[src/hdl/srsw_pkg.sv]
// ----------------------------------------------------------------------------
// srsw_pkg
// Types, codes and constants shared by the selective-repeat send window block.
// ----------------------------------------------------------------------------
`default_nettype none

package srsw_pkg;

  // default sizing
  localparam int unsigned WINDOW_DEF      = 6;
  localparam int unsigned MAX_PACKETS_DEF = 256;

  // field widths
  localparam int unsigned MODE_W  = 2;
  localparam int unsigned TIME_W  = 32;
  localparam int unsigned TAG_W   = 16;
  localparam int unsigned SEQ_W   = 14;
  localparam int unsigned KIND_W  = 2;
  localparam int unsigned PIDX_W  = 8;
  localparam int unsigned PCNT_W  = 9;
  localparam int unsigned IVL_W   = 8;
  localparam int unsigned CMP_W   = 16;

  localparam logic [TIME_W-1:0] SEQ_MASK = TIME_W'((1 << SEQ_W) - 1);
  localparam logic [TAG_W-1:0]  OK_TAG   = 16'h4F4B;

  // configuration port
  localparam int unsigned CFG_IDX_W  = 2;
  localparam int unsigned CFG_DATA_W = 16;
  localparam logic [CFG_IDX_W-1:0] REG_PACKET_COUNT    = 2'd0;
  localparam logic [CFG_IDX_W-1:0] REG_FIRST_SEQ       = 2'd1;
  localparam logic [CFG_IDX_W-1:0] REG_RESEND_INTERVAL = 2'd2;

  localparam logic [PCNT_W-1:0] PACKET_COUNT_RST    = 9'd1;
  localparam logic [SEQ_W-1:0]  FIRST_SEQ_RST       = 14'd0;
  localparam logic [IVL_W-1:0]  RESEND_INTERVAL_RST = 8'd2;

  // command modes
  localparam logic [MODE_W-1:0] MODE_START = 2'd0;
  localparam logic [MODE_W-1:0] MODE_TICK  = 2'd1;
  localparam logic [MODE_W-1:0] MODE_ACK   = 2'd2;

  // result kinds
  localparam logic [KIND_W-1:0] KIND_RESEND = 2'd0;
  localparam logic [KIND_W-1:0] KIND_DONE   = 2'd1;
  localparam logic [KIND_W-1:0] KIND_BADSEQ = 2'd2;

  typedef struct packed {
    logic [MODE_W-1:0] mode;
    logic [TIME_W-1:0] now_time;
    logic [TAG_W-1:0]  ack_tag;
    logic [SEQ_W-1:0]  ack_seq;
  } cmd_t;

  typedef struct packed {
    logic [KIND_W-1:0] kind;
    logic [PIDX_W-1:0] packet_index;
    logic              last_of_run;
  } res_t;

  typedef struct packed {
    logic [PCNT_W-1:0] packet_count;
    logic [SEQ_W-1:0]  first_seq;
    logic [IVL_W-1:0]  resend_interval;
  } cfg_t;

  // one window store entry
  typedef struct packed {
    logic              acked;
    logic [TIME_W-1:0] stamp;
  } entry_t;

  typedef enum logic {
    UOP_SEQ,
    UOP_AGE
  } unit_op_e;

  typedef struct packed {
    unit_op_e          op;
    logic [TIME_W-1:0] a;
    logic [TIME_W-1:0] b;
    logic [TIME_W-1:0] lim;
  } unit_req_t;

  typedef struct packed {
    logic [TIME_W-1:0] diff;
    logic              ge;
  } unit_rsp_t;

  typedef enum logic [2:0] {
    ST_CLEAR,
    ST_IDLE,
    ST_SLIDE,
    ST_SLIDE_CHK,
    ST_SCAN,
    ST_FIN,
    ST_ACK_RD,
    ST_ACK_WR
  } ctrl_state_e;

endpackage

`default_nettype wire

[src/hdl/srsw_unit.sv]
// ----------------------------------------------------------------------------
// srsw_unit
// Shared subtract-and-compare unit: sequence offsets and send ages.
// ----------------------------------------------------------------------------
`default_nettype none

module srsw_unit
  import srsw_pkg::*;
(
  input  wire unit_req_t req_i,
  output unit_rsp_t      rsp_o
);

  logic [TIME_W-1:0] diff_raw;
  logic [TIME_W-1:0] diff;

  always_comb begin
    diff_raw = req_i.a - req_i.b;
    // sequence offsets wrap in the sequence number space
    case (req_i.op)
      UOP_SEQ: diff = diff_raw & SEQ_MASK;
      UOP_AGE: diff = diff_raw;
      default: diff = diff_raw;
    endcase
    rsp_o.diff = diff;
    rsp_o.ge   = (diff >= req_i.lim);
  end

endmodule

`default_nettype wire

[config.mk]
export PLATFORM = sky130hd
export DESIGN_NAME = srsw_unit
export DESIGN_NICKNAME = d
export VERILOG_FILES = /design/src/hdl/srsw_pkg.sv /design/src/hdl/srsw_unit.sv
export SDC_FILE = /design/constraint.sdc
export NUM_CORES = 1
export LEC_CHECK = 0
export BUFFER_PORTS_ARGS = -buffer_cell sky130_fd_sc_hd__buf_2
export CELL_PAD_IN_SITES_DETAIL_PLACEMENT = 1
export CELL_PAD_IN_SITES_GLOBAL_PLACEMENT = 1
export CORE_ASPECT_RATIO = 1.2
export CORE_MARGIN = 8
export CORE_UTILIZATION = 33
export DETAILED_ROUTE_END_ITERATION = 10
export PLACE_DENSITY_LB_ADDON = 0.3
export SYNTH_ARGS = -nofsm -noshare
export SYNTH_HDL_FRONTEND = slang
export SYNTH_SLANG_ARGS = --single-unit
[constraint.sdc]
create_clock -name vclk -period 7
set_input_delay 1.75 -clock vclk [all_inputs]
set_output_delay 1.75 -clock vclk [all_outputs]
set_load 0.02 [all_outputs]
# After elaboration in Yosys (flattened, before gate mapping)
# Cells that the tools add are included.
[totals]
regBits = 0
latch_bits = 0
ramBits = 0
mem_bits_ro = 0
in_bits = 97
out_inout_bits = 33
wordCells = 4
memories = 0
[op_classes]
addsub = 1
multipliers = 0
div = 0
magnitude_cmp = 1
eq_ne = 0
shift = 0
mux = 1
n_bitwise = 1
reduce_logical = 0
[op_table]
columns = ["cell", "n"]
rows = [
  ["$pmux 32 s2", 1],
  ["$ge 32x32->1", 1],
  ["$sub 32x32->32", 1],
  ["$not 1->1", 1],
]

# Logic depth before layout (Yosys ltp)
[logic_depth]
depth_word = 3
mapped_depth = 19
ltp_nobuf = 19

# Worst setup path before layout
# Ideal clock, no wire load.
[synth_timing]
kind = "in2out"
from = "input port req_i[64] (netlist name)"
to = "output port rsp_o[0] (netlist name)"
arrival_time_ns = 5.135
t_required_ns = 5.250
slack_ns = 0.115
path_stages = 17
n_path_buf = 0
cell_sequence = "inv_1 > ha_1 > inv_1 > fa_1 > a211oi_1 > o21ai_2 > a31o_1 > and2_4 > a221o_1 > a31oi_1 > mux2i_1 > ha_1 > nand4_1 > nor3_1 > a221oi_1 > nand2_1 > a21o_1"
[synth_rtl]
columns = ["item", "line_no", "source"]
rows = [
  ["from (decl)", "srsw_unit.sv:10", "input wire unit_req_t req_i,"],
  ["to (decl)", "srsw_unit.sv:11", "output unit_rsp_t rsp_o"],
]

==> impl_metrics.ini <==
[run_status]
status = completed

[floorplanning]
io_pins = 130
die_x_um = 99.6
core-area_mm2 = 0.00815
rows = 36
die_h_um = 116
die_area_mm2 = 0.0116
initial_core_util_pct = 33.9

[placed_design]
finalWeightedCongestion = 0.899
pre_cts_slack_ns = -0.127
port_buffers = 130
dp_hpwl_um = 9670
place_area_mm2 = 0.00364

[global_route]
grt_pass1_vias = 3848
gr-total-overflow = 0
grt_usage_pct = 18.1
grt_pass1_wl_um = 17800
antenna_found_initial = 0
grt_max_degree = 24

[logic_synthesis]
synth_cell_types = 46
synth_fa_ha_area_share_pct = 29.2
synthSimpleGateAreaFrac_pct = 20.9
syn_area_per_cell_um2 = 6.70
yosys.area_share.xor_xnor_pct = 7.28
synth_top_family_by_area = compound AO/OA/AOI/OAI gates
synthCells = 413
synth.area.top_cells = ha_1, inv_1, a21oi_1
synth_mux_area_share_pct = 1.81
synth_nets = 574
ys_seq_area_share_pct = 0
syn-cell-area_mm2 = 0.00277
yosysWarnings = 0
synth_compound_area_share_pct = 30.2
synth_top_area_share_pct = 28.5
yosysTopAreaCell = ha_1

[min_path]
holdCritPathClass = in -> out

[sta]
tightest_slew_ns = 0.451
fmaxAchievable_mhz = 143
fin_ws_ns = 0.0304
setup_violations = 0
hold_viol_final = 0
rsz0062_at_grt = yes
final_max_slew_viol_count = 0
slew_headroom_pct = 69.6
post-route-period-util_pct = 99.6
finalWorstPathRequiredPeriod_ns = 6.97

[cells_and_area]
fillers = 1102
layout-drive-gt1-share_pct = 31.6
antenna_cells = 0
final_nets = 723
sequential_cell_total = 0
seqCellArea_um2 = 0
final_cell_area_mm2 = 0.00381
fin_util_pct = 46.7
area.growth.synth_to_final_pct = 37.6
clkbuf_count = 0
multi_input_area_mm2 = 0.00254

[detailed_routing]
viasPerCell = 5.21
drc_errors = 0
num_vias = 3510
antenna_left = 0
first_pass_iters = 4
wl_per_cell_um = 16.4
drt-initial-drc-count = 80
wl_um = 11000

[setup_path]
crit_family = compound AO/OA/AOI/OAI gates
cp_slowest_cell = fa_2
crit_path_cell_trace = buf_6 > inv_4 > ha_4 > inv_4 > fa_2 > a211oi_2 > buf_4 > o21ai_4 > a31o_1 > and2_4 > a221o_1 > a31oi_2 > mux2i_2 > ha_1 > nand4_1 > nor3_2 > a221oi_1 > nand2_1 > a21o_1 > buf_6
arrival_ns = 5.22
cp_num_buf_inv = 5
end_kind = primary output
worstPathRequired_ns = 5.25
start_kind = input pin
criticalPathCategory = in -> out
critPathMaxFanout = 4
slowest_delay_ns = 0.37

[power_and_ir_drop]
ir_drop_mv = 0.0324
power_density_mw_per_mm2 = 111
p_leak_nw = 2.24
total_power_w = 0.000424

[job]
drv_cap = 0
## cell usage after synthesis (3+ instances only)
| cell type | instances |
|---|---|
| a21oi_1 | 43 |
| nand2_1 | 32 |
| nand3_1 | 10 |
| a31oi_1 | 7 |
| inv_1 | 69 |
| nor2_1 | 23 |
| o21bai_1 | 7 |
| nand2b_1 | 8 |
| a21o_1 | 24 |
| o211ai_1 | 3 |
| xor2_1 | 9 |
| ha_1 | 63 |
| nor3_1 | 5 |
| mux2i_1 | 5 |
| o21ai_0 | 23 |
| o21a_1 | 4 |
| and2_1 | 12 |
| nand4_1 | 9 |
| xnor2_1 | 14 |
| clkbuf_1 | 8 |
| o2111ai_1 | 3 |
## through the flow
stage	instances	hold slack, ns	setup TNS (ns)
detailed placement	663	3.91	-0.127
CTS	668	3.91	0
global placement	663	3.91	-0.0492
floorplan	413	3.71	0
global route	674	3.92	-0.155
finish	674	3.90	0
## timing repair
| item | in CTS | in global routing |
|---|---|---|
| endpoints found under the hold margin | 0 | 0 |
| pin swaps | 1 | 12 |
| buffers inserted | 5 | 6 |
| hold buffers | 0 | 0 |
| resized for setup | 3 | 19 |
| setup endpoints to repair | 1 | 1 |
## kinds of logic after synthesis
logic type               count (synthesis)
AO/OA/AOI/OAI                          129
XOR/XNOR                                23
adder cells (fa/ha/maj)                 64
buffers and inverters                   78
multiplexers                             5
AND/OR/NAND/NOR                        114
## final timing paths
| path | start | endpoint | slack [ns] | cells past startpoint |
|---|---|---|---|---|
| worst max-delay path | req_i[64] | rsp_o[0] | 0.03 | 20 |
| worst min-delay path | req_i[32] | rsp_o[1] | 3.90 | 4 |
## tightest hold or removal path: cells and delay by family
family | cells | cell delay (ns)
buf+inv | 3 | 0.27
fa+ha+maj | 1 | 0.13
## power breakdown
group          total (W)  internal [W]  leakage [nW]  switching [W]
clock network          0             0             0              0
logic           0.000424      0.000181          2.24       0.000243
registers              0             0             0              0
## cell usage in the layout (no fill, tap or decap), types with 2 or more instances in the layout
cell | synthesis | layout
o211ai_1 | 3 | 3
nor3_1 | 5 | 4
xor2_1 | 9 | 9
o2111ai_1 | 3 | 2
o21a_1 | 4 | 4
and3_1 | 2 | 2
ha_1 | 63 | 62
nand4_1 | 9 | 9
nand2_1 | 32 | 32
and4_1 | 2 | 2
nor2_1 | 23 | 23
a221o_1 | 2 | 2
a21o_1 | 24 | 24
a31oi_1 | 7 | 4
nand2b_1 | 8 | 8
and4_2 | 2 | 2
a21oi_2 | 0 | 2
a31oi_2 | 0 | 3
inv_1 | 69 | 67
buf_4 | 0 | 26
o21ai_0 | 23 | 22
mux2i_1 | 5 | 4
nor2b_1 | 2 | 2
a21oi_1 | 43 | 41
inv_4 | 0 | 2
buf_6 | 0 | 2
xnor2_1 | 14 | 14
and2_1 | 12 | 12
nand3_1 | 10 | 10
o21bai_1 | 7 | 7
buf_2 | 1 | 128
## layer usage
| metal | up-vias | GRT usage [%] | part of all wire (%) |
|---|---|---|---|
| met5 | - | 0 | 0 |
| met4 | 0 | 4.75 | 2.4 |
| met3 | 20 | 3.28 | 5.5 |
| met2 | 104 | 35.0 | 52 |
| met1 | 1638 | 19.7 | 40 |
| li1 | 1748 | - | - |
## area by class of cell
class	count	share of cell area, %
multi-input cells	335	66.8
repair buffers	156	22.6
well taps	114	3.75
inverters	69	6.94
Note: power is estimated with default switching activity, not from simulation.
