File: config.mk
export PLATFORM = sky130hd
export DESIGN_NAME = srsw_ram
export DESIGN_NICKNAME = d
export VERILOG_FILES = /design/src/hdl/srsw_ram.sv
export SDC_FILE = /design/constraint.sdc
export NUM_CORES = 1
export LEC_CHECK = 0
export ABC_AREA = 1
export BUFFER_PORTS_ARGS = -buffer_cell sky130_fd_sc_hd__buf_4
export CAP_MARGIN = 40
export CORE_ASPECT_RATIO = 1.25
export CORE_MARGIN = 3
export CORE_UTILIZATION = 45
export CTS_BUF_LIST = sky130_fd_sc_hd__clkbuf_16
export DETAILED_ROUTE_END_ITERATION = 6
export PLACE_DENSITY = 0.62
export SLEW_MARGIN = 30
export SYNTH_ARGS = -nofsm -noshare
export SYNTH_HDL_FRONTEND = slang
export SYNTH_SLANG_ARGS = --single-unit
File: constraint.sdc
create_clock -name clk_i -period 1.2 [get_ports clk_i]
set_input_delay 0.18 -clock clk_i [delete_from_list [all_inputs] [get_ports clk_i]]
set_output_delay 0.18 -clock clk_i [all_outputs]
set_load 0.03 [all_outputs]
File: src/hdl/srsw_ram.sv
// ----------------------------------------------------------------------------
// srsw_ram
// Generic single-write, single-read RAM with registered read data.
// ----------------------------------------------------------------------------
`default_nettype none

module srsw_ram #(
  parameter int unsigned WIDTH = 8,
  parameter int unsigned DEPTH = 16,
  localparam int unsigned AW   = $clog2(DEPTH)
) (
  input  wire logic             clk_i,
  input  wire logic             we_i,
  input  wire logic [AW-1:0]    waddr_i,
  input  wire logic [WIDTH-1:0] wdata_i,
  input  wire logic [AW-1:0]    raddr_i,
  output logic      [WIDTH-1:0] rdata_o
);

  logic [WIDTH-1:0] mem_q [DEPTH];

  always_ff @(posedge clk_i) begin
    if (we_i) begin
      mem_q[waddr_i] <= wdata_i;
    end
    rdata_o <= mem_q[raddr_i];
  end

endmodule

`default_nettype wire

# Yosys cells after proc, flatten, opt, wreduce, memory -nomap -nowiden

Memory sizes are Yosys's and may differ from the RTL's. A register that Yosys moved wholly into a read port is not among the register bits.
Index checks and enable logic that the tools add are counted.

Flip-flop bits (word level): 0
Bits in writable memories: 128
Input port bits: 18
Output and inout bits: 8
Logic and storage cells: 3
Memories kept: 1

Mux-type cells: 2

Memory list:

| memory | depth | width | read ports | clocked after memory_dff | write ports | RTL line | RTL |
|---|---|---|---|---|---|---|---|
| mem_q  | 16    | 8     | 1          | 1                        | 1           | 20       | `logic [WIDTH-1:0] mem_q [DEPTH];` |

Operators with widths:

| cell             | count |
|---|---|
| 2-to-1 mux 1 bit | 2 |

# Longest topological paths before layout

Gate-level depths: netlist (run 1).

Depth after elaboration: 2
Gate-level depth with buffers: 8

# Worst setup path after synthesis (run 1)

Ideal clock, no wire load.

Kind: input port to flip-flop
From: in waddr_i[3]
To: mem mem_q[4][0], enable pin
Library setup time: 0.370 ns
Arrival time: 0.761 ns
Required time: 0.830 ns
Setup slack: 0.069 ns
Stages on the path: 2
Cells stage by stage: nand3b_1 > nor2_1

RTL lines:

| element     | RTL line | RTL |
|---|---|---|
| from (decl) | 14       | `input wire logic [AW-1:0] waddr_i,` |
| to (decl)   | 20       |  |

Straight into the memory's write port.

# Worst setup path in the final report (run 1)

From: reg rdata_o[1] (read register of mem_q)
To: out rdata_o[1]

RTL lines:

| element     | RTL line | RTL |
|---|---|---|
| from (decl) | 17       | `output logic [WIDTH-1:0] rdata_o` |

No word-level cell between the ends.

==> impl_metrics.ini, run 1 <==
[cells_and_area]
layout_commonest_cell = nand2_1
post-route-util_pct = 55.5
layout.nets = 619
synthToLayoutAreaGrowth_pct = 18.6
drive_above_1_share_pct = 13.2
mostFrequentLayoutCells = nand2_1, edfxtp_1, inv_1, nand3_1, buf_4
n_antenna_cell = 0
stdcell_area_um2 = 6840
nFillCells = 1040

[sta]
fin_setup_tns_ps = 0
fmax_ghz = 0.853
worst_pin_slew_ps = 332
setup_viol = 0
period_share_pct = 97.7
grt_setup_unrepaired = false
slew_headroom_pct = 77.9
finClkSkew_ps = 8.31
slew_violations = 0
hold_viol_final = 0
period_minus_slack_ps = 1170

[synthesis]
avgSynthCellArea_um2 = 10.5
synthDistinctLibCells = 12
synthCells = 551
ys_ff_latch = 136
synth.largest_area_cell = edfxtp_1
syn_area_um2 = 5770
synth_top_area_share_pct = 66.7
yosysSeqAreaShare_pct = 69.4
syn-num-nets = 569
synth_area_leaders = edfxtp_1, nand2_1, nand3_1
ys.warnings.count = 0

[clock_network]
root_buffer = clkbuf_16
clkSinkCount = 136
cts_tree = done
cts_setup_buffers = 0
cts_buffers = 17
cts_hold_buf = 0
max-clock-path-buffers = 2
cts_resized = 0
cts.clk_slew.worst_paths_ps = 60
clk_latency_ps = 410
ctsHtreeMaxLevel = 4

[die]
core-area_um2 = 12300
row_count = 45
die-area_um2 = 14200
die_w_um = 107
ios = 26
start_util_pct = 46.8
die_h_um = 133

[setup_path]
timing.rr.start = mem_q[11][5]
worst-setup-path-type = reg -> out
reg2reg_depth = 6
timing.critical_path.buf_inv = 1
arrival_ps = 990
cp_slowest_stage_delay_ps = 400
cp-start-kind = flip-flop
path_max_fanout = 1
r2r_end = rdata_o[5]
required_ps = 1020
rrSetupSlack_ps = 140
cp_cell_sequence = buf_4
cp-end-kind = primary output
crit_family = flip-flops
critPathSlowestCell = dfxtp_1

[placed_design]
io_buffers = 25
hpwl_mm = 8.51
post_dp_cell_area_um2 = 6290
gp_congestion = 0.838

[global_routing]
grtUsageMet3_pct = 4.59
grt_pass1_vias = 3866
antenna_found_initial = 0
grt.total_usage_pct = 19.9
grt_max_degree = 55
globalRouteMet2Util_pct = 32.0
met1_usage_pct = 25.2
grt_pass1_wl_mm = 20.8
top_usage_layer = met2
gr-total-overflow = 0

[pwr]
power_frac_seq_pct = 49.0
p_comb_share_pct = 7.2
vdd_ir_drop_max_uv = 909
p_leak_nw = 2.99
power_w = 0.0109
power.internal_w = 0.00855
powerDensity_nw_per_um2 = 1600
p_clk_share_pct = 43.9
switching_power_w = 0.00237
swShare_pct = 21.7

[route]
first_pass_iters = 4
drt_wl_total_mm = 13.2
via_per_inst = 5.05
dr.first_iter.drc_count = 251
ant_nets = 0
vias = 3928
drc_errors = 0
routedWlPerCell_um = 17.0

[run]
max_cap_viol_count = 0

[outcome]
status = completed

[hold_path]
min_from = wdata_i[7]
hold_depth = 1
hp-class = in -> reg
hold_path_end = mem_q[3][7]
==> per-layer routing <==
layer  wire (µm)  share of wire, %
met5           0                 0
met2        6590                50
met3         732               5.5
met4         479               3.6
met1        5390                41
==> cells in the mapped netlist <==
master / instances
buf_2: 13
inv_2: 2
buf_1: 1
nand3b_1: 2
edfxtp_1: 128
dfxtp_1: 8
nor2_1: 17
inv_1: 100
buf_6: 6
buf_4: 4
nand3_1: 97
nand2_1: 173
==> final cells by class <==
type / count / area, µm² / share of cell area [%]
Sequential cell: 136 / 4000 / 58.5
Clock buffer: 17 / 425 / 6.22
Inverter: 102 / 383 / 5.60
Tap cell: 164 / 205 / 3.00
Multi-Input combinational cell: 289 / 1210 / 17.7
Clock inverter: 15 / 120 / 1.76
Timing Repair Buffer: 55 / 488 / 7.14
==> metrics by stage <==
step	setup slack, ps	hold WS (ps)	std cells
global placement	-16.8	533	746
floorplan	69.2	279	551
CTS	5.83	109	778
detailed placement	-15.0	537	746
finish	27.0	124	778
global route	10.4	128	778
==> kinds of logic after synthesis <==
group / share of synthesized area (%)
flip-flops: 69.4
buffers and inverters: 9.52
AND/OR/NAND/NOR: 21.0
==> flip-flops by register name, indices dropped and copies added, names as in the netlist <==
register,count
mem_q,128
rdata_o,8
==> worst max path at each step <==
stage	startpoint	endpoint	slack, ps	cells past startpoint
6_report	rdata_o[1]	rdata_o[1]	30	1
5_1_grt	rdata_o[1]	rdata_o[1]	10	1
4_1_cts	rdata_o[1]	rdata_o[1]	6	1
3_5_place_dp	waddr_i[0]	mem_q[0][3]	-20	5
3_3_place_gp	waddr_i[0]	mem_q[0][4]	-20	5
2_1_floorplan	waddr_i[3]	mem_q[4][0]	70	2
==> power by group through the flow <==
stage          sequential [W]  combinational, W  clock (W)
2_1_floorplan         0.00550          0.000375          0
3_3_place_gp          0.00545          0.000777          0
3_5_place_dp          0.00545          0.000788          0
4_1_cts               0.00535          0.000792    0.00485
5_1_grt               0.00536          0.000863    0.00504
6_report              0.00535          0.000783    0.00479
Note: power is estimated with default switching activity, not from simulation.
==> run 2: changes to the inputs <==
--- a/config.mk
+++ b/config.mk
@@ -10,10 +10,10 @@
 export CAP_MARGIN = 40
 export CORE_ASPECT_RATIO = 1.25
 export CORE_MARGIN = 3
-export CORE_UTILIZATION = 45
+export CORE_UTILIZATION = 52
 export CTS_BUF_LIST = sky130_fd_sc_hd__clkbuf_16
 export DETAILED_ROUTE_END_ITERATION = 6
-export PLACE_DENSITY = 0.62
+export PLACE_DENSITY = 0.7
 export SLEW_MARGIN = 30
 export SYNTH_ARGS = -nofsm -noshare
 export SYNTH_HDL_FRONTEND = slang
==> run 2 against run 1 <==
First-iteration DRC count grew 25%. Total power grew 2.0%. Maximum frequency rose by 2.6%. Sequential power hardly changed. Combinational power fell by 4.9%. Non-clock buffer count is 5 higher. Sequential share of layout area fell by 0.086 points. Clock power rose by 5.4%. Core utilization increased by 8.4 points. Count of clock-buffer cells in the layout unchanged. Worst hold slack got worse by 35 ps. Design area is 0.15% higher. Critical path type unchanged.
==> impl_metrics.ini, run 2 (synthesized netlist as in run 1, its figures left out) <==
[cells_and_area]
synthToLayoutAreaGrowth_pct = 18.8
largestRegisters = mem_q: 128 flops, rdata_o: 8 flops
mostFrequentLayoutCells = nand2_1, edfxtp_1, inv_1, nand3_1, buf_4
n_antenna_cell = 0
post-route-util_pct = 63.9
drive_above_1_share_pct = 15.2
nFillCells = 819
layout_commonest_cell = nand2_1
fin_cells = 751
layout.nets = 624
regMostFlops = mem_q
largest_reg_flops = 128

[setup_path]
crit_family = flip-flops
crit_end = rdata_o[2]
timing.rr.start = mem_q[7][5]
cp-end-kind = primary output
cp_cell_sequence = buf_4
required_ps = 1020
path_depth = 1
crit_start = rdata_o[2]
r2r_end = rdata_o[5]
reg2reg_depth = 6
cp-start-kind = flip-flop
arrival_ps = 960
critPathSlowestCell = dfxtp_1
path_max_fanout = 1
rrSetupSlack_ps = 230
timing.critical_path.buf_inv = 1
worst-setup-path-type = reg -> out
cp_slowest_stage_delay_ps = 370

[pwr]
power_w = 0.0111
p_leak_nw = 3.01
powerDensity_nw_per_um2 = 1630
vdd_ir_drop_max_uv = 1060

[placed_design]
hpwl_mm = 7.90
io_buffers = 25
place_ws_ps = -81.9
gp_congestion = 0.901
place_inst = 719

[clock_network]
cts_setup_buffers = 0
clk_latency_ps = 420
max-clock-path-buffers = 2
cts.clk_slew.worst_paths_ps = 60
root_buffer = clkbuf_16
clkSinkCount = 136
ctsHtreeMaxLevel = 4
cts_resized = 0
cts_buffers = 17
cts_tree = done
cts_hold_buf = 0

[global_routing]
antenna_found_initial = 0
grt.total_usage_pct = 20.9
grt_pass1_vias = 3823
grt_pass1_wl_mm = 19.1
gr-total-overflow = 0
grt_max_degree = 65

[route]
ant_nets = 0
drc_errors = 0
vias = 3851
via_per_inst = 5.13
drt_wl_total_mm = 11.8
routedWlPerCell_um = 15.8
first_pass_iters = 5
dr.first_iter.drc_count = 314

[run]
max_cap_viol_count = 0

[sta]
worst_pin_slew_ps = 307
setup_viol = 0
hold_viol_final = 0
fmax_ghz = 0.874
period_minus_slack_ps = 1140
layout_setup_ws_ps = 56.4
slew_violations = 0
finClkSkew_ps = 7.10
grt_setup_unrepaired = false
slew_headroom_pct = 79.5
period_share_pct = 95.3

[die]
start_util_pct = 53.8
row_count = 42
ios = 26
die_w_um = 100
die-area_um2 = 12400
die_h_um = 124
core-area_um2 = 10700

[outcome]
status = completed

[hold_path]
hp-class = in -> reg
run 2: cell count changes in the layout (fill, tap and decap cells not counted), sizes merged:
cell and delta:
clkinvlp +2, buf +5, clkinv -6, inv +5
bufinv -1
run 2: worst min path at each step:
stage	slack, ps	to	from	cells after the start
finish	90	rdata_o[3]	raddr_i[3]	3
global placement	520	rdata_o[5]	raddr_i[3]	3
detailed placement	520	rdata_o[3]	raddr_i[3]	3
floorplan	280	mem_q[0][0]	wdata_i[0]	0
global route	120	mem_q[3][3]	wdata_i[3]	1
CTS	80	rdata_o[3]	raddr_i[3]	3
run 2: final cells by class:
| cell class | count | area, µm² | share of cell area (%) |
|---|---|---|---|
| multi-input cells | 289 | 1210 | 17.7 |
| clock inverters | 15 | 158 | 2.30 |
| clock buffers | 17 | 425 | 6.21 |
| well taps | 132 | 165 | 2.41 |
| flip-flops and latches | 136 | 4000 | 58.5 |
| repair buffers | 60 | 500 | 7.31 |
| inverters | 102 | 383 | 5.59 |
run 2: power by group:
group / internal, W / switching (W) / total [W]
sequential: 0.00531 / 0.0000327 / 0.00534
clock: 0.00293 / 0.00212 / 0.00505
combinational: 0.000257 / 0.000489 / 0.000745
total: 0.00850 / 0.00264 / 0.0111
run 2: through the flow:
stage	hold slack [ps]	area (µm²)	setup TNS [ps]
after floorplan	279	5770	0
after global placement	518	6270	-540
after detailed placement	517	6270	-980
after CTS	83.5	6850	0
after global routing	115	6850	0
final	88.9	6850	0
run 2: worst register-to-register path: stages (launching register included):
cell and delay (ps):
edfxtp_1 390, inv_1 80, nand2_1 50, nand3_1 90, nand3_1 70, nand3_1 110, nand2_1 70
run 2: layer usage:
metal	up-vias	track usage (%)	share of wire, %
li1	1881	-	-
met1	1827	25.8	41
met2	125	35.7	52
met3	18	4.15	5.5
met4	0	9.27	1.9
met5	-	0	0
