`src/hdl/srsw_pkg.sv`:
```
// ----------------------------------------------------------------------------
// srsw_pkg
// Types, codes and constants shared by the selective-repeat send window block.
// ----------------------------------------------------------------------------
`default_nettype none

package srsw_pkg;

  // default sizing
  localparam int unsigned WINDOW_DEF      = 6;
  localparam int unsigned MAX_PACKETS_DEF = 256;

  // field widths
  localparam int unsigned MODE_W  = 2;
  localparam int unsigned TIME_W  = 32;
  localparam int unsigned TAG_W   = 16;
  localparam int unsigned SEQ_W   = 14;
  localparam int unsigned KIND_W  = 2;
  localparam int unsigned PIDX_W  = 8;
  localparam int unsigned PCNT_W  = 9;
  localparam int unsigned IVL_W   = 8;
  localparam int unsigned CMP_W   = 16;

  localparam logic [TIME_W-1:0] SEQ_MASK = TIME_W'((1 << SEQ_W) - 1);
  localparam logic [TAG_W-1:0]  OK_TAG   = 16'h4F4B;

  // configuration port
  localparam int unsigned CFG_IDX_W  = 2;
  localparam int unsigned CFG_DATA_W = 16;
  localparam logic [CFG_IDX_W-1:0] REG_PACKET_COUNT    = 2'd0;
  localparam logic [CFG_IDX_W-1:0] REG_FIRST_SEQ       = 2'd1;
  localparam logic [CFG_IDX_W-1:0] REG_RESEND_INTERVAL = 2'd2;

  localparam logic [PCNT_W-1:0] PACKET_COUNT_RST    = 9'd1;
  localparam logic [SEQ_W-1:0]  FIRST_SEQ_RST       = 14'd0;
  localparam logic [IVL_W-1:0]  RESEND_INTERVAL_RST = 8'd2;

  // command modes
  localparam logic [MODE_W-1:0] MODE_START = 2'd0;
  localparam logic [MODE_W-1:0] MODE_TICK  = 2'd1;
  localparam logic [MODE_W-1:0] MODE_ACK   = 2'd2;

  // result kinds
  localparam logic [KIND_W-1:0] KIND_RESEND = 2'd0;
  localparam logic [KIND_W-1:0] KIND_DONE   = 2'd1;
  localparam logic [KIND_W-1:0] KIND_BADSEQ = 2'd2;

  typedef struct packed {
    logic [MODE_W-1:0] mode;
    logic [TIME_W-1:0] now_time;
    logic [TAG_W-1:0]  ack_tag;
    logic [SEQ_W-1:0]  ack_seq;
  } cmd_t;

  typedef struct packed {
    logic [KIND_W-1:0] kind;
    logic [PIDX_W-1:0] packet_index;
    logic              last_of_run;
  } res_t;

  typedef struct packed {
    logic [PCNT_W-1:0] packet_count;
    logic [SEQ_W-1:0]  first_seq;
    logic [IVL_W-1:0]  resend_interval;
  } cfg_t;

  // one window store entry
  typedef struct packed {
    logic              acked;
    logic [TIME_W-1:0] stamp;
  } entry_t;

  typedef enum logic {
    UOP_SEQ,
    UOP_AGE
  } unit_op_e;

  typedef struct packed {
    unit_op_e          op;
    logic [TIME_W-1:0] a;
    logic [TIME_W-1:0] b;
    logic [TIME_W-1:0] lim;
  } unit_req_t;

  typedef struct packed {
    logic [TIME_W-1:0] diff;
    logic              ge;
  } unit_rsp_t;

  typedef enum logic [2:0] {
    ST_CLEAR,
    ST_IDLE,
    ST_SLIDE,
    ST_SLIDE_CHK,
    ST_SCAN,
    ST_FIN,
    ST_ACK_RD,
    ST_ACK_WR
  } ctrl_state_e;

endpackage

`default_nettype wire

```
`src/hdl/srsw_ctrl.sv`:
```
// ----------------------------------------------------------------------------
// srsw_ctrl
// Sequencer: clearing sweep, window slide, resend scan and ack update.
// ----------------------------------------------------------------------------
`default_nettype none

module srsw_ctrl
  import srsw_pkg::*;
#(
  parameter int unsigned WINDOW      = WINDOW_DEF,
  parameter int unsigned MAX_PACKETS = MAX_PACKETS_DEF,
  localparam int unsigned IDX_W      = $clog2(MAX_PACKETS)
) (
  input  wire logic              clk_i,
  input  wire logic              rst_ni,
  input  wire logic              start_i,
  input  wire cmd_t              cmd_i,
  input  wire cfg_t              cfg_i,
  output logic                   busy_o,
  output logic                   res_valid_o,
  output res_t                   res_o,
  output unit_req_t              unit_req_o,
  input  wire unit_rsp_t         unit_rsp_i,
  output logic                   ram_we_o,
  output logic       [IDX_W-1:0] ram_waddr_o,
  output entry_t                 ram_wdata_o,
  output logic       [IDX_W-1:0] ram_raddr_o,
  input  wire entry_t            ram_rdata_i
);

  localparam logic [IDX_W-1:0] IDX_LAST = IDX_W'(MAX_PACKETS - 1);
  localparam logic [CMP_W-1:0] CNT_MAX  = CMP_W'(MAX_PACKETS);
  localparam logic [CMP_W-1:0] WIN_CNT  = CMP_W'(WINDOW);

  ctrl_state_e       state_q, state_d;
  logic [IDX_W-1:0]  low_q, low_d;
  logic [IDX_W-1:0]  up_q, up_d;
  logic [IDX_W-1:0]  clr_q, clr_d;
  logic [IDX_W-1:0]  rd_q, rd_d;
  logic              rd_more_q, rd_more_d;
  logic [IDX_W-1:0]  chk_q, chk_d;
  logic              chk_v_q, chk_v_d;
  logic              pend_v_q, pend_v_d;
  res_t              pend_q, pend_d;
  logic              done_q, done_d;
  logic [TIME_W-1:0] now_q, now_d;
  logic [IDX_W-1:0]  ack_idx_q, ack_idx_d;
  logic              res_valid_q, res_valid_d;
  res_t              res_q, res_d;

  logic [CMP_W-1:0]  pcnt;
  logic [CMP_W-1:0]  eff_cnt;
  logic [CMP_W-1:0]  win_cnt;
  logic [IDX_W-1:0]  mv_low;
  logic [IDX_W-1:0]  mv_up;

  // effective packet count and opening window
  always_comb begin
    pcnt = CMP_W'(cfg_i.packet_count);
    if (pcnt == '0) begin
      eff_cnt = CMP_W'(1);
    end else if (pcnt > CNT_MAX) begin
      eff_cnt = CNT_MAX;
    end else begin
      eff_cnt = pcnt;
    end
    win_cnt = (eff_cnt > WIN_CNT) ? WIN_CNT : eff_cnt;
  end

  // window advance by one; the lower edge stops at the top packet
  always_comb begin
    mv_low = low_q;
    mv_up  = up_q;
    if ((CMP_W'(up_q) + CMP_W'(1)) < eff_cnt) begin
      mv_low = low_q + 1'b1;
      mv_up  = up_q + 1'b1;
    end else if (low_q < up_q) begin
      mv_low = low_q + 1'b1;
    end
  end

  always_comb begin
    state_d     = state_q;
    low_d       = low_q;
    up_d        = up_q;
    clr_d       = clr_q;
    rd_d        = rd_q;
    rd_more_d   = rd_more_q;
    chk_d       = chk_q;
    chk_v_d     = 1'b0;
    pend_v_d    = pend_v_q;
    pend_d      = pend_q;
    done_d      = done_q;
    now_d       = now_q;
    ack_idx_d   = ack_idx_q;
    res_valid_d = 1'b0;
    res_d       = res_q;

    ram_we_o    = 1'b0;
    ram_waddr_o = chk_q;
    ram_wdata_o = '0;
    ram_raddr_o = low_q;

    unit_req_o.op  = UOP_SEQ;
    unit_req_o.a   = TIME_W'(cmd_i.ack_seq);
    unit_req_o.b   = TIME_W'(cfg_i.first_seq);
    unit_req_o.lim = TIME_W'(eff_cnt);

    case (state_q)
      ST_CLEAR: begin
        ram_we_o    = 1'b1;
        ram_waddr_o = clr_q;
        if (clr_q == IDX_LAST) begin
          clr_d   = '0;
          state_d = ST_IDLE;
        end else begin
          clr_d = clr_q + 1'b1;
        end
      end

      ST_IDLE: begin
        if (start_i) begin
          case (cmd_i.mode)
            MODE_START: begin
              low_d   = '0;
              up_d    = IDX_W'(win_cnt - CMP_W'(1));
              clr_d   = '0;
              state_d = ST_CLEAR;
            end
            MODE_TICK: begin
              now_d   = cmd_i.now_time;
              state_d = ST_SLIDE;
            end
            MODE_ACK: begin
              if (cmd_i.ack_tag == OK_TAG) begin
                if (unit_rsp_i.ge) begin
                  res_valid_d = 1'b1;
                  res_d       = '{kind: KIND_BADSEQ, packet_index: '0, last_of_run: 1'b1};
                end else begin
                  ack_idx_d = IDX_W'(unit_rsp_i.diff);
                  state_d   = ST_ACK_RD;
                end
              end
            end
            default: begin
            end
          endcase
        end
      end

      ST_SLIDE: begin
        if (low_q < up_q) begin
          ram_raddr_o = low_q;
          state_d     = ST_SLIDE_CHK;
        end else begin
          rd_d      = low_q;
          rd_more_d = 1'b1;
          done_d    = 1'b0;
          state_d   = ST_SCAN;
        end
      end

      ST_SLIDE_CHK: begin
        if (ram_rdata_i.acked) begin
          low_d   = mv_low;
          up_d    = mv_up;
          state_d = ST_SLIDE;
        end else begin
          rd_d      = low_q;
          rd_more_d = 1'b1;
          done_d    = 1'b0;
          state_d   = ST_SCAN;
        end
      end

      ST_SCAN: begin
        unit_req_o.op  = UOP_AGE;
        unit_req_o.a   = now_q;
        unit_req_o.b   = ram_rdata_i.stamp;
        unit_req_o.lim = TIME_W'(cfg_i.resend_interval);
        // read the next entry while checking the previous one
        if (rd_more_q) begin
          ram_raddr_o = rd_q;
          chk_d       = rd_q;
          chk_v_d     = 1'b1;
          rd_d        = rd_q + 1'b1;
          rd_more_d   = (rd_q != up_q);
        end
        if (chk_v_q) begin
          if (!ram_rdata_i.acked && unit_rsp_i.ge) begin
            ram_we_o    = 1'b1;
            ram_waddr_o = chk_q;
            ram_wdata_o = '{acked: 1'b0, stamp: now_q};
            // hold one result back so the last one can be flagged
            if (pend_v_q) begin
              res_valid_d = 1'b1;
              res_d       = pend_q;
            end
            pend_d   = '{kind: KIND_RESEND, packet_index: PIDX_W'(chk_q), last_of_run: 1'b0};
            pend_v_d = 1'b1;
          end
          if (chk_q == up_q) begin
            done_d = (low_q == up_q) && ram_rdata_i.acked;
          end
        end
        if (!rd_more_q && !chk_v_q) begin
          state_d = ST_FIN;
        end
      end

      ST_FIN: begin
        if (pend_v_q && done_q) begin
          res_valid_d = 1'b1;
          res_d       = pend_q;
          pend_d      = '{kind: KIND_DONE, packet_index: PIDX_W'(up_q), last_of_run: 1'b0};
          done_d      = 1'b0;
        end else if (pend_v_q) begin
          res_valid_d       = 1'b1;
          res_d             = pend_q;
          res_d.last_of_run = 1'b1;
          pend_v_d          = 1'b0;
          state_d           = ST_IDLE;
        end else if (done_q) begin
          res_valid_d = 1'b1;
          res_d       = '{kind: KIND_DONE, packet_index: PIDX_W'(up_q), last_of_run: 1'b1};
          done_d      = 1'b0;
          state_d     = ST_IDLE;
        end else begin
          state_d = ST_IDLE;
        end
      end

      ST_ACK_RD: begin
        ram_raddr_o = ack_idx_q;
        state_d     = ST_ACK_WR;
      end

      ST_ACK_WR: begin
        ram_we_o    = 1'b1;
        ram_waddr_o = ack_idx_q;
        ram_wdata_o = '{acked: 1'b1, stamp: ram_rdata_i.stamp};
        if (ack_idx_q == low_q) begin
          low_d = mv_low;
          up_d  = mv_up;
        end
        state_d = ST_IDLE;
      end

      default: begin
        state_d = ST_IDLE;
      end
    endcase
  end

  always_ff @(posedge clk_i or negedge rst_ni) begin
    if (!rst_ni) begin
      state_q     <= ST_CLEAR;
      low_q       <= '0;
      up_q        <= '0;
      clr_q       <= '0;
      rd_more_q   <= 1'b0;
      chk_v_q     <= 1'b0;
      pend_v_q    <= 1'b0;
      done_q      <= 1'b0;
      res_valid_q <= 1'b0;
    end else begin
      state_q     <= state_d;
      low_q       <= low_d;
      up_q        <= up_d;
      clr_q       <= clr_d;
      rd_more_q   <= rd_more_d;
      chk_v_q     <= chk_v_d;
      pend_v_q    <= pend_v_d;
      done_q      <= done_d;
      res_valid_q <= res_valid_d;
    end
  end

  always_ff @(posedge clk_i) begin
    rd_q      <= rd_d;
    chk_q     <= chk_d;
    pend_q    <= pend_d;
    now_q     <= now_d;
    ack_idx_q <= ack_idx_d;
    res_q     <= res_d;
  end

  assign busy_o      = (state_q != ST_IDLE);
  assign res_valid_o = res_valid_q;
  assign res_o       = res_q;

endmodule

`default_nettype wire

```
`config.mk`:
```
export PLATFORM = sky130hd
export DESIGN_NAME = srsw_ctrl
export DESIGN_NICKNAME = d
export VERILOG_FILES = /design/src/hdl/srsw_pkg.sv /design/src/hdl/srsw_ctrl.sv
export SDC_FILE = /design/constraint.sdc
export NUM_CORES = 1
export LEC_CHECK = 0
export ABC_AREA = 1
export BUFFER_PORTS_ARGS = -buffer_cell sky130_fd_sc_hd__buf_4
export CAP_MARGIN = 10
export CORE_AREA = 2 2 129 131
export CTS_CLUSTER_SIZE = 12
export DETAILED_ROUTE_END_ITERATION = 8
export DIE_AREA = 0 0 131 133
export PLACE_DENSITY_LB_ADDON = 0.12
export SYNTH_ARGS = -nofsm -noshare
export SYNTH_HDL_FRONTEND = slang
export SYNTH_SLANG_ARGS = --single-unit
```
`constraint.sdc`:
```
create_clock -name clk_i -period 2.7 [get_ports clk_i]
set_input_delay 0.135 -clock clk_i [delete_from_list [all_inputs] [get_ports clk_i]]
set_output_delay 0.135 -clock clk_i [all_outputs]
set_load 0.005 [all_outputs]
```
Word level (Yosys, flattened, before mapping):

Index checks and enable logic that the tools add are counted.

* add/subtract/negate cells: 6
* multipliers: 0
* div/mod/pow operators: 0
* magnitude comparators: 4
* equality and inequality tests: 39
* shifts and indexed selects: 0
* mux-type cells: 85
* bitwise operators: 1
* reduce and logical (&&, ||, !) cells: 29

Operators with widths (number)
* 11-bit two-way mux: 13
* 8-bit two-way mux: 17
* 97-bit two-way mux: 1
* 8-bit one-hot mux with 3 select lines: 3
* 33-bit one-hot mux with 2 select lines: 1
* 32-bit two-way mux: 2
* 8-bit one-hot mux with 2 select lines: 3
* 2-bit inequality test, second input constant: 17
* 11-bit one-hot mux with 3 select lines: 1
* 8-bit by 1-bit adder with 8-bit output, second input constant: 4
* 1-bit two-way mux: 26
* 8-bit equality test: 3
* 3-bit two-way mux: 8
* 3-bit one-hot mux with 8 select lines: 1
* 11-bit one-hot mux with 2 select lines: 1
* 9-bit two-way mux: 2
* 16-bit by 15-bit equality test with 1-bit output, second input constant: 1
* 16-bit by 3-bit > comparator with 1-bit output, second input constant: 1
* 9-bit by 16-bit less-than comparator with 1-bit output: 1
* 3-bit equality test, second input constant: 4
* 4-bit AND reduction: 3
* 5-bit AND reduction: 2
* 8-bit by 1-bit adder with 9-bit output, second input constant: 1
* 9-bit > comparator, second input constant: 1
* other kinds (32): 47

* register bits after elaboration: 110
* bits in latches: 0
* memory bits (writable): 0
* memory bits (read-only): 0
* input port bits: 164
* output and inout port bits: 160
* word-level logic and storage cells: 183
* memories: 0

Depth between registers and ports, before layout:

Gate-level depths: netlist (run 1).

* word-level depth: 9
* mapped depth: 20
* gate-level depth less buffers: 19

Worst setup path before layout (run 1):

OpenSTA, ideal clock, no wires.

* path kind: register to register
* from: register up_q[3]
* to: register rd_q[0], enable pin
* library setup time: 375 ps
* arrival time: 2105 ps
* required time: 2325 ps
* slack: 220 ps
* cell stages (with the launch flop): 14
* buffers on the path: 1
* period minus slack after synthesis: 2480 ps
* path through: dfrtp_1 > clkbuf_1 > inv_1 > ha_1 > nand2_1 > inv_1 > o21ai_0 > nand2_1 > a21oi_1 > nand2_1 > o21ai_0 > inv_1 > o21ai_0 > a21oi_1

* longest elaborated chain between the ends: 3

RTL lines
* from (decl): line srsw_ctrl.sv:37 `logic [IDX_W-1:0] up_q, up_d;`
* from (signal assigned): line srsw_ctrl.sv:269 `up_q <= up_d;`
* 8-bit less-than comparator: line srsw_ctrl.sv:152 `if (low_q < up_q) begin`
* 2-bit inequality test (no source line)
* 4-bit AND reduction (no source line)
* to (signal assigned): line srsw_ctrl.sv:280 `rd_q <= rd_d;`
* to (decl): line srsw_ctrl.sv:39 `logic [IDX_W-1:0] rd_q, rd_d;`

No other way between the ends.
A chain may end at the register's enable or synchronous reset.

Worst setup path after layout (run 1):

* from: register up_q[0]
* to: register up_q[5]

* longest elaborated chain between the ends: 5
* elaborated cells between the ends (all ways): 7
* classes of those cells: add/sub (2); order compare (1); mux (4)

RTL lines
* 8-bit by 1-bit adder with 9-bit output: line srsw_ctrl.sv:74 `if ((CMP_W'(up_q) + CMP_W'(1)) < eff_cnt) begin`
* 9-bit by 16-bit less-than comparator with 1-bit output: line srsw_ctrl.sv:74
* 8-bit two-way mux *: line srsw_ctrl.sv:74
* 8-bit two-way mux, on equally long branches: line srsw_ctrl.sv:242, srsw_ctrl.sv:164
* 8-bit one-hot mux with 3 select lines *: line srsw_ctrl.sv:109 `case (state_q)`

Mark *: on every way between the ends. The rest lies on a longest branch, timed or not. The select of a mux whose other input is x is not followed.

==> impl_metrics.yaml, run 1 <==
sta:
  max_freq_mhz: 382.7
  tightest_slew_ns: 0.6661
  worst_clock_skew_ns: 0.01381
  slew_violations: 0
  fin_crit_ns: 2.613
  relSlewSlack: 0.5543
  rsz0062_at_grt: "true"
  fin_crit_sh: 0.9679
  finalHoldViolCount: 0
  final.setup.tns_ns: 0
  setup_viol: 0
synth:
  yosys_warnings: 0
  synth_top_area_frac: 0.3201
  syn_area_um2: 7131
  async_flop_share: 0.2963
  synthFlopType: "edfxtp_1"
  ys_types: 50
  ys_ff_latch: 108
  avgSynthCellArea_um2: 8.121
  synth_enable_flop_cells: 76
  ys_seq_area_frac: 0.4324
  syn_inst: 878
  synthTopCellsByArea: "edfxtp_1 32%, dfrtp_1 11%, nand2_1 10%, inv_1 6.6%, o21ai_0 5.5%"
  yosys.area.top_type: "edfxtp_1"
global_route:
  track_usage: 0.2802
  grt_max_degree: 37
  grt_overflow: 0
  antenna_found_initial: 0
  grt_pass1_wl_mm: 37.22
  grt_pass1_vias: 6886
cells_and_area:
  nets: 1410
  antenna_cells: 0
  stdcell_count: 1447
  final_cell_mix: "323 x buf_4, 187 x nand2_1, 123 x inv_1, 82 x nor2_1, 78 x o21ai_0"
  drive_gt1_frac: 0.3236
  final_common_cell: "buf_4"
  area.growth.synth_to_final_pct: 46.24
route:
  vias: 7335
  antenna_left: 0
  wl_mm: 24.58
  via_per_inst: 5.069
  drt_iter0_markers: 539
  wl_per_cell_um: 16.99
  drc: 0
  drt-pass1-iter-count: 5
clock_tree:
  cts_tree: "built"
  cts-root-buf: "clkbuf_16"
  tritoncts.num_buffers: 9
  ctsLongestPathBuffers: 2
  cts.clk_slew.worst_paths_ns: 0.07
  htreeDepth: 3
  insertion_delay_ns: 0.36
  clock-sinks: 108
setup_path:
  worstSetupEndpointType: "flip-flop"
  r2r_slack_ns: 0.09
  start_kind: "flip-flop"
  timing.rr.start: "up_q[0]"
  worst_ep_arrival_time_ns: 2.86
  reg2reg_to: "up_q[5]"
  worstPathRequired_ns: 2.94
  reg2reg_depth: 18
  cp_slowest_cell: "dfrtp_1"
  criticalPathCategory: "reg2reg"
  crit_path_max_fanout: 11
  cp_slowest_stage_delay_ns: 0.38
  path_cells: "inv_1 -> nor3_4 -> inv_1 -> nor2_1 -> nand2_1 -> nor3_2 -> xor2_1 -> ha_1 -> nand2_2 -> nor2_2 -> a211oi_2 -> nand2_1 -> nand2_1 -> nand2_2 -> nand2_4 -> nand2_4 -> nand2_2 -> o21ai_2"
placement:
  io_buffers: 276
  hpwl_mm: 18.98
  placed_cells: 1383
  place.gp.congestion: 0.9761
die:
  initial_utilization: 0.4409
  ioPinCount: 324
  die_area_um2: 17420
  row_count: 47
  dieWidth_um: 131
  core_area_um2: 16170
  fp.dieH_um: 133
min_path:
  hold_end: "done_q"
  holdCritPathClass: "in2reg"
  hold_start: "ram_rdata_i[32]"
  hold_depth: 5
pwr:
  peakVddDrop_uv: 496.1
  p_total_mw: 7.042
  p_per_area_nw_per_um2: 675.4
  p_leak_nw: 5.104
outcome:
  status: "completed"
job:
  maxCapViolCount: 0
==> worst max path at each step <==
| stage | start | endpoint | depth (start not counted) |
|---|---|---|---|
| after floorplan | up_q[3] | rd_q[0] | 13 |
| after detailed placement | up_q[0] | low_q[4] | 19 |
| after global placement | up_q[1] | low_q[4] | 19 |
| after global routing | up_q[1] | low_q[4] | 19 |
| final | up_q[0] | up_q[5] | 18 |
| after CTS | up_q[0] | low_q[4] | 19 |
==> per-layer routing <==
metal / part of all wire / track usage
met1: 0.42 / 0.3903
met4: 0.025 / 0.08215
met3: 0.078 / 0.07440
met5: 0 / 0
met2: 0.47 / 0.4283
==> report_power, final <==
group          total [mW]  switching [mW]  internal (mW)
clock network        1.56           0.607          0.952
registers            2.23           0.177           2.06
logic                3.25            1.92           1.33
==> cells by family (layout without fill, tap and decap cells) <==
group / count (synthesis) / count (layout) / synth area share
buffers and inverters: 192 / 517 / 0.1179
AND/OR/NAND/NOR: 353 / 355 / 0.2255
XOR/XNOR: 33 / 33 / 0.04053
other: 1 / 23 / 0.0005259
adder cells (fa/ha/maj): 24 / 24 / 0.04211
AO/OA/AOI/OAI: 167 / 167 / 0.1411
flip-flops: 108 / 108 / 0.4324
==> registers in the layout (all words and copies together), names as in the netlist, 3 cells and up <==
name / flops
chk_q: 8
clr_q: 8
low_q: 8
ack_idx_q: 8
rd_q: 8
up_q: 8
now_q: 32
pend_q: 9
res_o: 11
state_q: 3
==> cells in the mapped netlist, types with 3 or more instances <==
master      n
nand2_1   190
clkbuf_1   20
buf_2       8
nor3_1      9
a21oi_1    21
xnor2_1     7
nand3_2     9
o221ai_1    9
o21ai_2     7
xor2_1     26
dfrtp_1    32
inv_1     125
nand2_2     6
o32ai_1     8
nand4_1    13
nand3_1    19
ha_1       24
nor2_2      3
edfxtp_1   76
inv_2       9
nor3_2      3
o21ai_0    78
buf_4      24
nor2_1     83
nand2_4     3
o211ai_1    9
nor4_1      4
o22ai_1    26
==> layout make-up <==
| cell class | instances | area, µm² |
|---|---|---|
| inverters | 137 | 519.2 |
| well taps | 220 | 275.3 |
| multi-input cells | 602 | 3364 |
| flip-flops and latches | 108 | 3083 |
| clock buffers | 11 | 252.7 |
| repair buffers | 364 | 2835 |
| fillers | 1356 | 5744 |
| clock inverters | 5 | 97.59 |
==> critical path, delay by kind of cell (launching register included) <==
family / cells / cell delay [ns]
xor gates and xnor gates: 1 / 0.21
DFF: 1 / 0.38
AOI/OAI and AO/OA: 2 / 0.19
and+or+nand+nor: 12 / 1.26
buffers and inverters: 2 / 0.15
adders and majority gates: 1 / 0.30
==> per-stage QoR <==
step                worst slack [ns]  utilization  area [µm²]  hold WS (ns)
finish                       0.08668       0.6448       10430        0.2430
global route                 -0.1464       0.6448       10430        0.2472
CTS                          0.03084       0.6396       10340        0.2267
detailed placement         -0.006809       0.5911        9559        0.1217
global placement             0.08525       0.5911        9559        0.1171
floorplan                     0.2198            -        7213       -0.1606
==> timing repair <==
item / 4_1_cts / 5_1_grt
endpoints found under the hold margin: 72 / 0
pin swaps: 1 / 10
setup buffers: 2 / 3
resized for setup: 1 / 11
hold buffers: 41 / 0
gates cloned: 0 / 2
endpoints found under the setup margin: 10 / 24
Note: power is estimated with default switching activity, not from simulation.
==> run 2: changes to the inputs <==
Settings changed: CORE_AREA 2 2 129 131 to 2 2 140 115, DIE_AREA 0 0 131 133 to 0 0 142 117.
==> impl_metrics.yaml, run 2 (synthesized netlist as in run 1, its figures left out) <==
job:
  maxCapViolCount: 0
clock_tree:
  cts_tree: "built"
  insertion_delay_ns: 0.35
  cts-root-buf: "clkbuf_16"
  clock-sinks: 108
  tritoncts.num_buffers: 9
  htreeDepth: 3
  cts.clk_slew.worst_paths_ns: 0.07
  ctsLongestPathBuffers: 2
sta:
  worst_clock_skew_ns: 0.01093
  fin_crit_ns: 2.606
  slew_violations: 0
  relSlewSlack: 0.5734
  max_freq_mhz: 383.7
  setup_ws_ns: 0.09394
  hold_slack_ns: 0.2502
  fin_crit_sh: 0.9652
  setup_viol: 0
  tightest_slew_ns: 0.6316
  rsz0062_at_grt: "true"
  final.setup.tns_ns: 0
  finalHoldViolCount: 0
pwr:
  p_leak_nw: 5.108
  peakVddDrop_uv: 491.9
  p_per_area_nw_per_um2: 663.9
  p_total_mw: 6.901
setup_path:
  r2r_slack_ns: 0.09
  cp_slowest_cell: "dfrtp_1"
  criticalPathCategory: "reg2reg"
  cpMostUsedCell: "nand2_1"
  worstPathRequired_ns: 2.94
  worstSetupEndpoint: "up_q[5]"
  worstSetupEndpointType: "flip-flop"
  timing.rr.start: "up_q[2]"
  worst_ep_arrival_time_ns: 2.85
  start_kind: "flip-flop"
  cp_slowest_stage_delay_ns: 0.37
  reg2reg_depth: 18
  path_cells: "inv_2 -> nor3_4 -> inv_1 -> nor2_1 -> nand2_1 -> nor3_2 -> xor2_1 -> ha_1 -> nand2_1 -> nor2_1 -> a211oi_1 -> nand2_1 -> nand2_1 -> nand2_2 -> nand2_4 -> nand2_4 -> nand2_2 -> o21ai_2"
  crit_path_max_fanout: 11
  reg2reg_to: "up_q[5]"
  crit_start: "up_q[2]"
placement:
  place.gp.congestion: 0.9436
  placed_cells: 1356
  preCtsSetupSlack_ns: -0.004744
  hpwl_mm: 18.20
  io_buffers: 276
route:
  via_per_inst: 5.117
  drc: 0
  vias: 7281
  wl_per_cell_um: 16.31
  drt_iter0_markers: 490
  wl_mm: 23.21
  drt-pass1-iter-count: 5
  antenna_left: 0
die:
  die_area_um2: 16610
  ioPinCount: 324
  dieWidth_um: 142
  fp.dieH_um: 117
  row_count: 41
  core_area_um2: 15340
  initial_utilization: 0.4649
cells_and_area:
  multi_input_area_um2: 3372
  seqCellArea_um2: 3083
  largest_register_ffs: 32
  drive_gt1_frac: 0.3276
  largest-register: "now_q"
  area.growth.synth_to_final_pct: 45.78
  antenna_cells: 0
  fill_cells: 1259
  stdcell_count: 1423
  final_cell_mix: "326 x buf_4, 181 x nand2_1, 123 x inv_1, 83 x nor2_1, 77 x o21ai_0"
  final_common_cell: "buf_4"
  nets: 1413
global_route:
  track_usage: 0.2770
  grt_overflow: 0
  grt_max_degree: 37
  grt_pass1_wl_mm: 35.44
  antenna_found_initial: 0
  grt_pass1_vias: 6787
outcome:
  status: "completed"
min_path:
  holdCritPathClass: "in2reg"
[run 2: changes by cell type in the layout (fill, tap and decap cells not counted), moves of 2 or more]
cell,before,now
buf_4,323,326
clkbuf_1,0,2
nand2_1,187,181
nand2_2,8,14
[run 2: power by group]
group	internal (mW)	total, mW	switching (mW)
combinational	1.32	3.23	1.91
clock	0.841	1.44	0.598
sequential	2.05	2.23	0.175
[run 2: routing by layer]
layer / track usage / up-vias / share of wire
met5: 0 / - / 0
met4: 0.05733 / 0 / 0.011
met3: 0.05858 / 21 / 0.078
met2: 0.4680 / 327 / 0.48
met1: 0.3730 / 3367 / 0.44
li1: - / 3566 / -
[run 2: how the worst min path moves through the flow]
stage                        startpoint     endpoint  slack [ns]  cells past startpoint
after global routing      unit_rsp_i[0]  res_valid_o        0.24                      3
final                     unit_rsp_i[0]  res_valid_o        0.25                      3
after CTS                 unit_rsp_i[0]  res_valid_o        0.22                      3
after global placement           rst_ni     low_q[2]        0.11                      1
after detailed placement         rst_ni     low_q[1]        0.11                      1
after floorplan                  rst_ni      chk_v_q       -0.16                      0
[run 2: worst max-delay path, delay by kind of cell (launching register included)]
kind | cells | cell delay [ns]
buffers and inverters | 2 | 0.14
AOI/OAI and AO/OA | 2 | 0.21
adders and majority gates | 1 | 0.27
and+or+nand+nor | 12 | 1.29
DFF | 1 | 0.37
xor gates and xnor gates | 1 | 0.22
[run 2: repair_timing]
item	CTS	global route
gates resized for setup	1	17
hold buffers	41	0
hold endpoints to repair	72	0
pin swaps	1	5
setup buffers	0	8
gates cloned	0	2
endpoints found under the setup margin	9	32
[run 2: final cells by class]
type,instances,share of cell area
clock inverters,4,0.006981
clock buffers,12,0.02371
inverters,137,0.05019
multi-input cells,602,0.3244
well taps,193,0.02323
repair buffers,367,0.2749
flip-flops and latches,108,0.2966
[run 2: per-stage QoR]
stage,instance area [µm²],util
finish,10400,0.6777
global route,10400,0.6777
CTS,10260,0.6691
detailed placement,9525,0.6210
global placement,9525,0.6210
floorplan,7213,-
